File: src/rtl/rpn_doc_set_query_stack_macros.svh
// Assertion macros shared by the query stack RTL.
// Needs nothing else; include by bare file name.
`ifndef RPN_DOC_SET_QUERY_STACK_MACROS_SVH
`define RPN_DOC_SET_QUERY_STACK_MACROS_SVH

// same-cycle implication under synchronous active-low reset
`define RDSQ_ASSERT_NOW(label, clk, rstn, ante, cons) \
    label: assert property (@(posedge clk) disable iff (!rstn) (ante) |-> (cons)) \
        else $error("rdsq assertion failed");

// next-cycle implication under synchronous active-low reset
`define RDSQ_ASSERT_NEXT(label, clk, rstn, ante, cons) \
    label: assert property (@(posedge clk) disable iff (!rstn) (ante) |=> (cons)) \
        else $error("rdsq assertion failed");

`endif

File: src/rtl/rdsq_pkg.sv
`timescale 1ns / 1ps
// Package for the RPN document set query stack: sizes, codes, word types
// and the document mask function. Depends on nothing.
package rdsq_pkg;

    localparam int STACK_DEPTH = 16;
    localparam int MAX_DOCS    = 64;

    localparam int DOCS_W      = 64;
    localparam int ACTION_W    = 3;
    localparam int COUNT_W     = 7;
    localparam int DEPTH_OUT_W = 5;
    localparam int STATUS_W    = 2;
    localparam int PTR_W       = $clog2(STACK_DEPTH + 1);

    localparam logic [ACTION_W-1:0] ACT_LEAF   = 3'd0;
    localparam logic [ACTION_W-1:0] ACT_AND    = 3'd1;
    localparam logic [ACTION_W-1:0] ACT_OR     = 3'd2;
    localparam logic [ACTION_W-1:0] ACT_NOT    = 3'd3;
    localparam logic [ACTION_W-1:0] ACT_FINISH = 3'd4;

    localparam logic [STATUS_W-1:0] ST_OK    = 2'd0;
    localparam logic [STATUS_W-1:0] ST_UNDER = 2'd1;
    localparam logic [STATUS_W-1:0] ST_OVER  = 2'd2;
    localparam logic [STATUS_W-1:0] ST_COUNT = 2'd3;

    localparam logic [COUNT_W-1:0] DOC_COUNT_RESET = 7'd64;

    typedef struct packed {
        logic [ACTION_W-1:0] action;
        logic [DOCS_W-1:0]   leaf_docs;
    } in_word_t;

    typedef struct packed {
        logic [DOCS_W-1:0]      top_docs;
        logic [DEPTH_OUT_W-1:0] stack_depth;
        logic [STATUS_W-1:0]    status;
        logic                   query_done;
    } out_word_t;

    typedef struct packed {
        logic load;
        logic from_upper;
    } cell_ctl_t;

    function automatic logic [DOCS_W-1:0] docs_mask(input logic [COUNT_W-1:0] count);
        logic [DOCS_W-1:0] m;
        m = '0;
        for (int i = 0; i < DOCS_W; i++) begin
            m[i] = (i < MAX_DOCS) && (int'(count) > i);
        end
        return m;
    endfunction

endpackage

File: src/rtl/rdsq_cell.sv
`timescale 1ns / 1ps
// One stack cell: holds a single document set and takes its neighbour's.
// Depends on rdsq_pkg.
module rdsq_cell (
    input  logic                        aclk,
    input  rdsq_pkg::cell_ctl_t         ctl,
    input  logic [rdsq_pkg::DOCS_W-1:0] upper_docs,
    input  logic [rdsq_pkg::DOCS_W-1:0] lower_docs,
    output logic [rdsq_pkg::DOCS_W-1:0] docs
);

    logic [rdsq_pkg::DOCS_W-1:0] docs_reg;
    logic [rdsq_pkg::DOCS_W-1:0] docs_next;

    always_comb begin
        docs_next = docs_reg;
        if (ctl.load) begin
            docs_next = ctl.from_upper ? upper_docs : lower_docs;
        end
    end

    always_ff @(posedge aclk) begin
        docs_reg <= docs_next;
    end

    assign docs = docs_reg;

endmodule

File: src/rtl/rdsq_obuf.sv
`timescale 1ns / 1ps
// Two-entry result buffer: output register plus skid register.
// Depends on rdsq_pkg.
module rdsq_obuf (
    input  logic                aclk,
    input  logic                aresetn,
    input  logic                in_valid,
    output logic                in_ready,
    input  rdsq_pkg::out_word_t in_word,
    output logic                out_valid,
    input  logic                out_ready,
    output rdsq_pkg::out_word_t out_word
);

    logic                out_valid_reg, out_valid_next;
    logic                skid_valid_reg, skid_valid_next;
    rdsq_pkg::out_word_t out_word_reg, out_word_next;
    rdsq_pkg::out_word_t skid_word_reg, skid_word_next;
    logic                in_fire;
    logic                out_free;

    assign in_ready = !skid_valid_reg;
    assign in_fire  = in_valid && in_ready;
    assign out_free = !out_valid_reg || out_ready;

    always_comb begin
        out_valid_next  = out_valid_reg;
        skid_valid_next = skid_valid_reg;
        out_word_next   = out_word_reg;
        skid_word_next  = skid_word_reg;
        if (out_free) begin
            if (skid_valid_reg) begin
                out_word_next   = skid_word_reg;
                out_valid_next  = 1'b1;
                skid_valid_next = 1'b0;
            end else begin
                out_word_next  = in_word;
                out_valid_next = in_fire;
            end
        end else if (in_fire) begin
            skid_word_next  = in_word;
            skid_valid_next = 1'b1;
        end
    end

    always_ff @(posedge aclk) begin
        if (!aresetn) begin
            out_valid_reg  <= 1'b0;
            skid_valid_reg <= 1'b0;
        end else begin
            out_valid_reg  <= out_valid_next;
            skid_valid_reg <= skid_valid_next;
        end
        out_word_reg  <= out_word_next;
        skid_word_reg <= skid_word_next;
    end

    assign out_valid = out_valid_reg;
    assign out_word  = out_word_reg;

endmodule

File: src/rtl/rpn_doc_set_query_stack.sv
`timescale 1ns / 1ps
// Top level of the RPN document set query stack: depth counter, top-of-stack
// logic, a chain of rdsq_cell and the rdsq_obuf result buffer. Uses rdsq_pkg.
//
//  channel   ports                              direction  word
//  input     s_valid  s_ready  s_word           in         in_word_t
//  result    m_valid  m_ready  m_word           out        out_word_t
//  config    cfg_wr_en  cfg_wr_data             in         doc_count
//
// One word a cycle while s_ready is high: each word is decoded and applied to the cell
// chain in the cycle it is taken; its result is registered in the output or skid register.
// The cell chain shifts by one place per word, which sets the single-cycle rate.
// Reset empties the stack and sets doc_count to 64; there is no clearing pass.
// With m_ready low, one further word is taken into the skid register, then
// s_ready drops until the output register drains.
`include "rpn_doc_set_query_stack_macros.svh"

module rpn_doc_set_query_stack (
    input  logic                               aclk,
    input  logic                               aresetn,
    input  logic                               s_valid,
    output logic                               s_ready,
    input  rdsq_pkg::in_word_t                 s_word,
    output logic                               m_valid,
    input  logic                               m_ready,
    output rdsq_pkg::out_word_t                m_word,
    input  logic                               cfg_wr_en,
    input  logic [rdsq_pkg::COUNT_W-1:0]       cfg_wr_data
);

    localparam int N = rdsq_pkg::STACK_DEPTH;

    logic [rdsq_pkg::DOCS_W-1:0] mask_reg;
    logic [rdsq_pkg::PTR_W-1:0]  depth_reg, depth_next;
    logic [rdsq_pkg::DOCS_W-1:0] cell_docs [N];
    logic [rdsq_pkg::DOCS_W-1:0] upper_docs [N];
    logic [rdsq_pkg::DOCS_W-1:0] lower_docs [N];
    rdsq_pkg::cell_ctl_t         cell_ctl [N];

    logic [rdsq_pkg::DOCS_W-1:0] top_cur;
    logic [rdsq_pkg::DOCS_W-1:0] new_top;
    logic [rdsq_pkg::DOCS_W-1:0] res_top;
    logic [rdsq_pkg::STATUS_W-1:0] res_status;
    logic                        res_done;
    logic                        do_push, do_pop, do_top;
    logic                        s_fire;
    rdsq_pkg::out_word_t         res_word;
    logic                        over_fire;
    logic                        under_fire;
    logic                        leaf_on_full;

    assign s_fire  = s_valid && s_ready;
    assign top_cur = (depth_reg != '0) ? cell_docs[0] : '0;

    always_comb begin
        new_top    = '0;
        res_top    = top_cur;
        res_status = rdsq_pkg::ST_OK;
        res_done   = 1'b0;
        do_push    = 1'b0;
        do_pop     = 1'b0;
        do_top     = 1'b0;
        depth_next = depth_reg;
        unique case (s_word.action)
            rdsq_pkg::ACT_LEAF: begin
                if (depth_reg >= rdsq_pkg::PTR_W'(N)) begin
                    res_status = rdsq_pkg::ST_OVER;
                end else begin
                    new_top    = s_word.leaf_docs & mask_reg;
                    res_top    = new_top;
                    do_push    = 1'b1;
                    do_top     = 1'b1;
                    depth_next = depth_reg + 1'b1;
                end
            end
            rdsq_pkg::ACT_AND, rdsq_pkg::ACT_OR: begin
                if (depth_reg < rdsq_pkg::PTR_W'(2)) begin
                    res_status = rdsq_pkg::ST_UNDER;
                end else begin
                    new_top    = ((s_word.action == rdsq_pkg::ACT_AND)
                                  ? (cell_docs[0] & cell_docs[1])
                                  : (cell_docs[0] | cell_docs[1])) & mask_reg;
                    res_top    = new_top;
                    do_pop     = 1'b1;
                    do_top     = 1'b1;
                    depth_next = depth_reg - 1'b1;
                end
            end
            rdsq_pkg::ACT_NOT: begin
                if (depth_reg == '0) begin
                    res_status = rdsq_pkg::ST_UNDER;
                end else begin
                    new_top = ~cell_docs[0] & mask_reg;
                    res_top = new_top;
                    do_top  = 1'b1;
                end
            end
            rdsq_pkg::ACT_FINISH: begin
                if (depth_reg != rdsq_pkg::PTR_W'(1)) begin
                    res_status = rdsq_pkg::ST_COUNT;
                end
                res_done   = 1'b1;
                depth_next = '0;
            end
            default: begin
            end
        endcase
    end

    always_comb begin
        for (int i = 0; i < N; i++) begin
            cell_ctl[i].from_upper = (i == 0) || do_push;
            cell_ctl[i].load       = s_fire && ((i == 0) ? do_top : (do_push || do_pop));
        end
    end

    genvar g;
    generate
        for (g = 0; g < N; g++) begin : g_cell
            if (g == 0) begin : g_head
                assign upper_docs[g] = new_top;
            end else begin : g_body
                assign upper_docs[g] = cell_docs[g-1];
            end
            if (g == N - 1) begin : g_tail
                assign lower_docs[g] = '0;
            end else begin : g_link
                assign lower_docs[g] = cell_docs[g+1];
            end
            rdsq_cell u_cell (
                .aclk       (aclk),
                .ctl        (cell_ctl[g]),
                .upper_docs (upper_docs[g]),
                .lower_docs (lower_docs[g]),
                .docs       (cell_docs[g])
            );
        end
    endgenerate

    always_ff @(posedge aclk) begin
        if (!aresetn) begin
            depth_reg <= '0;
            mask_reg  <= rdsq_pkg::docs_mask(rdsq_pkg::DOC_COUNT_RESET);
        end else begin
            if (s_fire) begin
                depth_reg <= depth_next;
            end
            if (cfg_wr_en) begin
                mask_reg <= rdsq_pkg::docs_mask(cfg_wr_data);
            end
        end
    end

    assign res_word.top_docs    = res_top;
    assign res_word.stack_depth = rdsq_pkg::DEPTH_OUT_W'(depth_next);
    assign res_word.status      = res_status;
    assign res_word.query_done  = res_done;

    rdsq_obuf u_obuf (
        .aclk      (aclk),
        .aresetn   (aresetn),
        .in_valid  (s_valid),
        .in_ready  (s_ready),
        .in_word   (res_word),
        .out_valid (m_valid),
        .out_ready (m_ready),
        .out_word  (m_word)
    );

    assign over_fire    = s_fire && (res_status == rdsq_pkg::ST_OVER);
    assign under_fire   = s_fire && (res_status == rdsq_pkg::ST_UNDER);
    assign leaf_on_full = (s_word.action == rdsq_pkg::ACT_LEAF)
                          && (depth_reg == rdsq_pkg::PTR_W'(N));

    `RDSQ_ASSERT_NOW(a_depth_bound, aclk, aresetn, 1'b1, depth_reg <= rdsq_pkg::PTR_W'(N))
    `RDSQ_ASSERT_NEXT(a_finish_empties, aclk, aresetn, s_fire && res_done, depth_reg == '0)
    `RDSQ_ASSERT_NOW(a_over_when_full, aclk, aresetn, over_fire, leaf_on_full)
    `RDSQ_ASSERT_NEXT(a_under_holds, aclk, aresetn, under_fire, depth_reg == $past(depth_reg))

endmodule

File: config.mk
export PLATFORM = sky130hd
export DESIGN_NAME = rpn_doc_set_query_stack
export DESIGN_NICKNAME = d
export VERILOG_FILES = /design/src/rtl/rdsq_pkg.sv /design/src/rtl/rdsq_cell.sv /design/src/rtl/rdsq_obuf.sv /design/src/rtl/rpn_doc_set_query_stack.sv
export VERILOG_INCLUDE_DIRS = /design/src /design/src/rtl
export SDC_FILE = /design/constraint.sdc
export NUM_CORES = 2
export LEC_CHECK = 0
export ABC_AREA = 0
export BUFFER_PORTS_ARGS = -buffer_cell sky130_fd_sc_hd__buf_2
export CORE_UTILIZATION = 35
export DETAILED_ROUTE_END_ITERATION = 12
export PLACE_DENSITY = 0.47
export REMOVE_ABC_BUFFERS = 1
export SLEW_MARGIN = 10
export SYNTH_ARGS = -nofsm -noshare
export SYNTH_HDL_FRONTEND = slang
export SYNTH_SLANG_ARGS = --single-unit
File: constraint.sdc
create_clock -name aclk -period 67.8 [get_ports aclk]
set_input_delay 13.56 -clock aclk [delete_from_list [all_inputs] [get_ports aclk]]
set_output_delay 13.56 -clock aclk [all_outputs]
set_load 0.03 [all_outputs]
==> results.sh <==
export IMPL_outcome="finished clean"
export IMPL_grt_first_pass_wirelength_mm=201
export IMPL_synth_main_ff_cell="edfxtp_1"
export IMPL_largest_net_degree_at_the_start_of_global_routing=236
export IMPL_crit_arrival_ps=18560
export IMPL_most_frequent_standard_cell_in_the_layout_excluding_fill_and_tap_cells="nand2_1"
export IMPL_number_of_antenna_violations_at_the_first_check_in_global_routing=12
export IMPL_worstPathRequired_ps=68160
export IMPL_drtIter0Drc=2944
export IMPL_path_clk_slew_ps=60
export IMPL_worstSetupStartpoint="s_word[66]"
export IMPL_setup_total_negative_slack_ps=0
export IMPL_synth_cell_type_count=63
export IMPL_period_needed_ps=18200
export IMPL_synth_seq_area_share_pct=66.6
export IMPL_quantity_of_i_o_buffers_inserted_on_ports=152
export IMPL_drc=0
export IMPL_rows=144
export IMPL_dr_total_vias=35300
export IMPL_powerDensity_nw_per_um2=29.1
export IMPL_syn_area_um2=54800
export IMPL_route_detailed_vias_per_inst=4.85
export IMPL_crit_end_element="flop"
export IMPL_gp_routability_congestion=0.745
export IMPL_crit_path_start_kind="input pin"
export IMPL_timing_setup_critical_path_class="in -> reg"
export IMPL_clock_sinks=1239
export IMPL_relative_max_transition_margin_pct=13.6
export IMPL_worst_r2r_startpoint="u_obuf.skid_valid_reg$_SDFFE_PP0P_"
export IMPL_core_footprint_um2=155000
export IMPL_initial_utilization_pct=35.4
export IMPL_ant_nets=0
export IMPL_wl_per_cell_um=17.6
export IMPL_drt_wl_total_mm=128
export IMPL_boundaryPins=153
export IMPL_async_reset_ff_share_pct=0
export IMPL_number_of_enable_type_register_cells_in_the_synthesized_netlist=1168
export IMPL_hold_path_startpoint="mask_reg[15]$_SDFFE_PN1P_"
export IMPL_post_cts_setup_buffer_count=0
export IMPL_hold_path_class="reg -> reg"
export IMPL_die_w_um=398
export IMPL_setup_violations=0
export IMPL_dp_hpwl_mm=73.4
export IMPL_post_route_cells_drive_above_1_share_pct=11.4
export IMPL_worst_slew_pin_slew_ps=1300
export IMPL_global_route_usage_total_pct=16.2
export IMPL_cts_tree="built"
export IMPL_clock_tree_htree_level_count=4
export IMPL_post_syn_area_per_cell_um2=10.8
export IMPL_final_cell_mix="nand2_1, edfxtp_1, clkbuf_16"
export IMPL_clock_skew_final_ps=28.8
export IMPL_yosys_warnings=0
export IMPL_rsz_0062_raised_after_global_routing="no"
export IMPL_clock_tree_root_cell="clkbuf_16"
export IMPL_maxCapViolations=0
export IMPL_fmax_ghz=0.0550
export IMPL_globalRoute_totalOverflow=0
export IMPL_ir_worst_vdd_mv=0.0261
export IMPL_worstPathMaxFanout=179
export IMPL_worst_skew_late_latency_ps=770
export IMPL_slew_violations=0
export IMPL_leakage_nw=24.7
export IMPL_hold_buffers=0
export IMPL_clk_path_buf_depth=3
export IMPL_ys_ff_latch=1239
export IMPL_finish_net_count=5209
export IMPL_die_height_um=398
export IMPL_post_route_clock_period_utilization_pct=26.8
export IMPL_netlist_instances=5086
export IMPL_numCtsBuffers=143
export IMPL_first_global_vias=34100
export IMPL_final_hold_worst_slack_ps=492
export IMPL_detailedRoute_firstPassIterationCount=5
export IMPL_flow_area_growth_from_synthesis_pct=12.7
export IMPL_final_hold_vios=0
export IMPL_largest_register_ffs=1024
export IMPL_design_die_area_um2=158000
export IMPL_post_cts_resized=0
==> logic make-up after synthesis <==
family,after synthesis,synth area share [%]
DFF,1239,66.6
AOI/OAI and AO/OA,402,6.55
muxes,69,1.42
xor gates and xnor gates,4,0.0640
adders and majority gates,68,1.40
buffers and inverters,446,3.40
and+or+nand+nor,2858,20.5
==> critical path, cell delays in order <==
cell and delay [ps]:
buf_4 240, or4_4 920, a21oi_4 280, buf_12 590, buf_4 840, buf_4 770
buf_4 900
==> synthesized netlist by cell type (4+ instances only) <==
cell      number  area [um2]
a211oi_1       8        60.1
a21oi_1       22         110
a31o_2         4        35.0
a32o_1        64         641
and2_1        68         425
buf_1          4        15.0
buf_2         65         325
buf_6         14         158
clkbuf_1     220         826
dfxtp_1       71        1420
edfxtp_1    1168       35100
ha_1           4        50.1
inv_1        141         529
maj3_1         4        40.0
maj3_2        60         676
mux2_2        69         777
nand2_1     2631        9880
nand2b_1       6        37.5
nand3_1       14        70.1
nor2_1        36         135
nor2b_1       62         388
nor3_1         7        35.0
nor4_1         6        37.5
o211ai_1      13        97.6
o21ai_0      131         656
o21bai_1       5        37.5
o21bai_4      60        1130
o221ai_1       4        35.0
o32ai_1       64         561
or3_1          5        31.3
==> through the flow <==
stage | setup slack (ps) | cells | total power [mW] | area, um2 | util, %
after global placement | 48840 | 7025 | 1.07 | 57200 | 37.0
after detailed placement | 48840 | 7025 | 1.07 | 57200 | 37.0
final | 49600 | 7279 | 1.80 | 61700 | 39.9
after floorplan | -125140 | 4782 | 1.11 | 53400 | -
after global routing | 49370 | 7275 | 1.87 | 61700 | 39.9
after CTS | 49660 | 7275 | 1.82 | 61700 | 39.9
==> path summary, 6_finish.rpt <==
check                                                            end  slack [ps]  cells after the start
worst min register to register             mask_reg[15]$_SDFFE_PN1P_         490                      2
worst max register to register  g_cell[10].u_cell.docs[20]$_DFFE_PP_       62060                      8
worst max-delay path            g_cell[10].u_cell.docs[20]$_DFFE_PP_       49600                      7
worst min-delay path                       mask_reg[15]$_SDFFE_PN1P_         490                      2
==> cell type report <==
| cell class | count | area (um2) |
|---|---|---|
| tap | 2044 | 2560 |
| multi-input combinational | 3401 | 16500 |
| clock inverter | 52 | 389 |
| fill | 15100 | 93100 |
| timing repair buffer | 199 | 1170 |
| antenna | 4 | 10.0 |
| inverter | 142 | 536 |
| clock buffer | 198 | 4070 |
| sequential | 1239 | 36500 |
==> routing by layer <==
layer	vias up	global-route usage, %	routed length, um
met5	-	0	80
met4	12	4.91	2960
met3	180	3.43	6660
met2	674	24.6	57300
met1	17200	23.2	61200
li1	17200	-	-
==> report_power, final <==
group / internal [mW] / switching [mW] / leakage (nW) / total (mW)
registers: 0.881 / 0.0199 / 11.4 / 0.901
clock network: 0.436 / 0.308 / 2.18 / 0.744
logic: 0.0463 / 0.103 / 11.1 / 0.150
total: 1.36 / 0.432 / 24.7 / 1.80
Power figures use the tool's default switching activity.
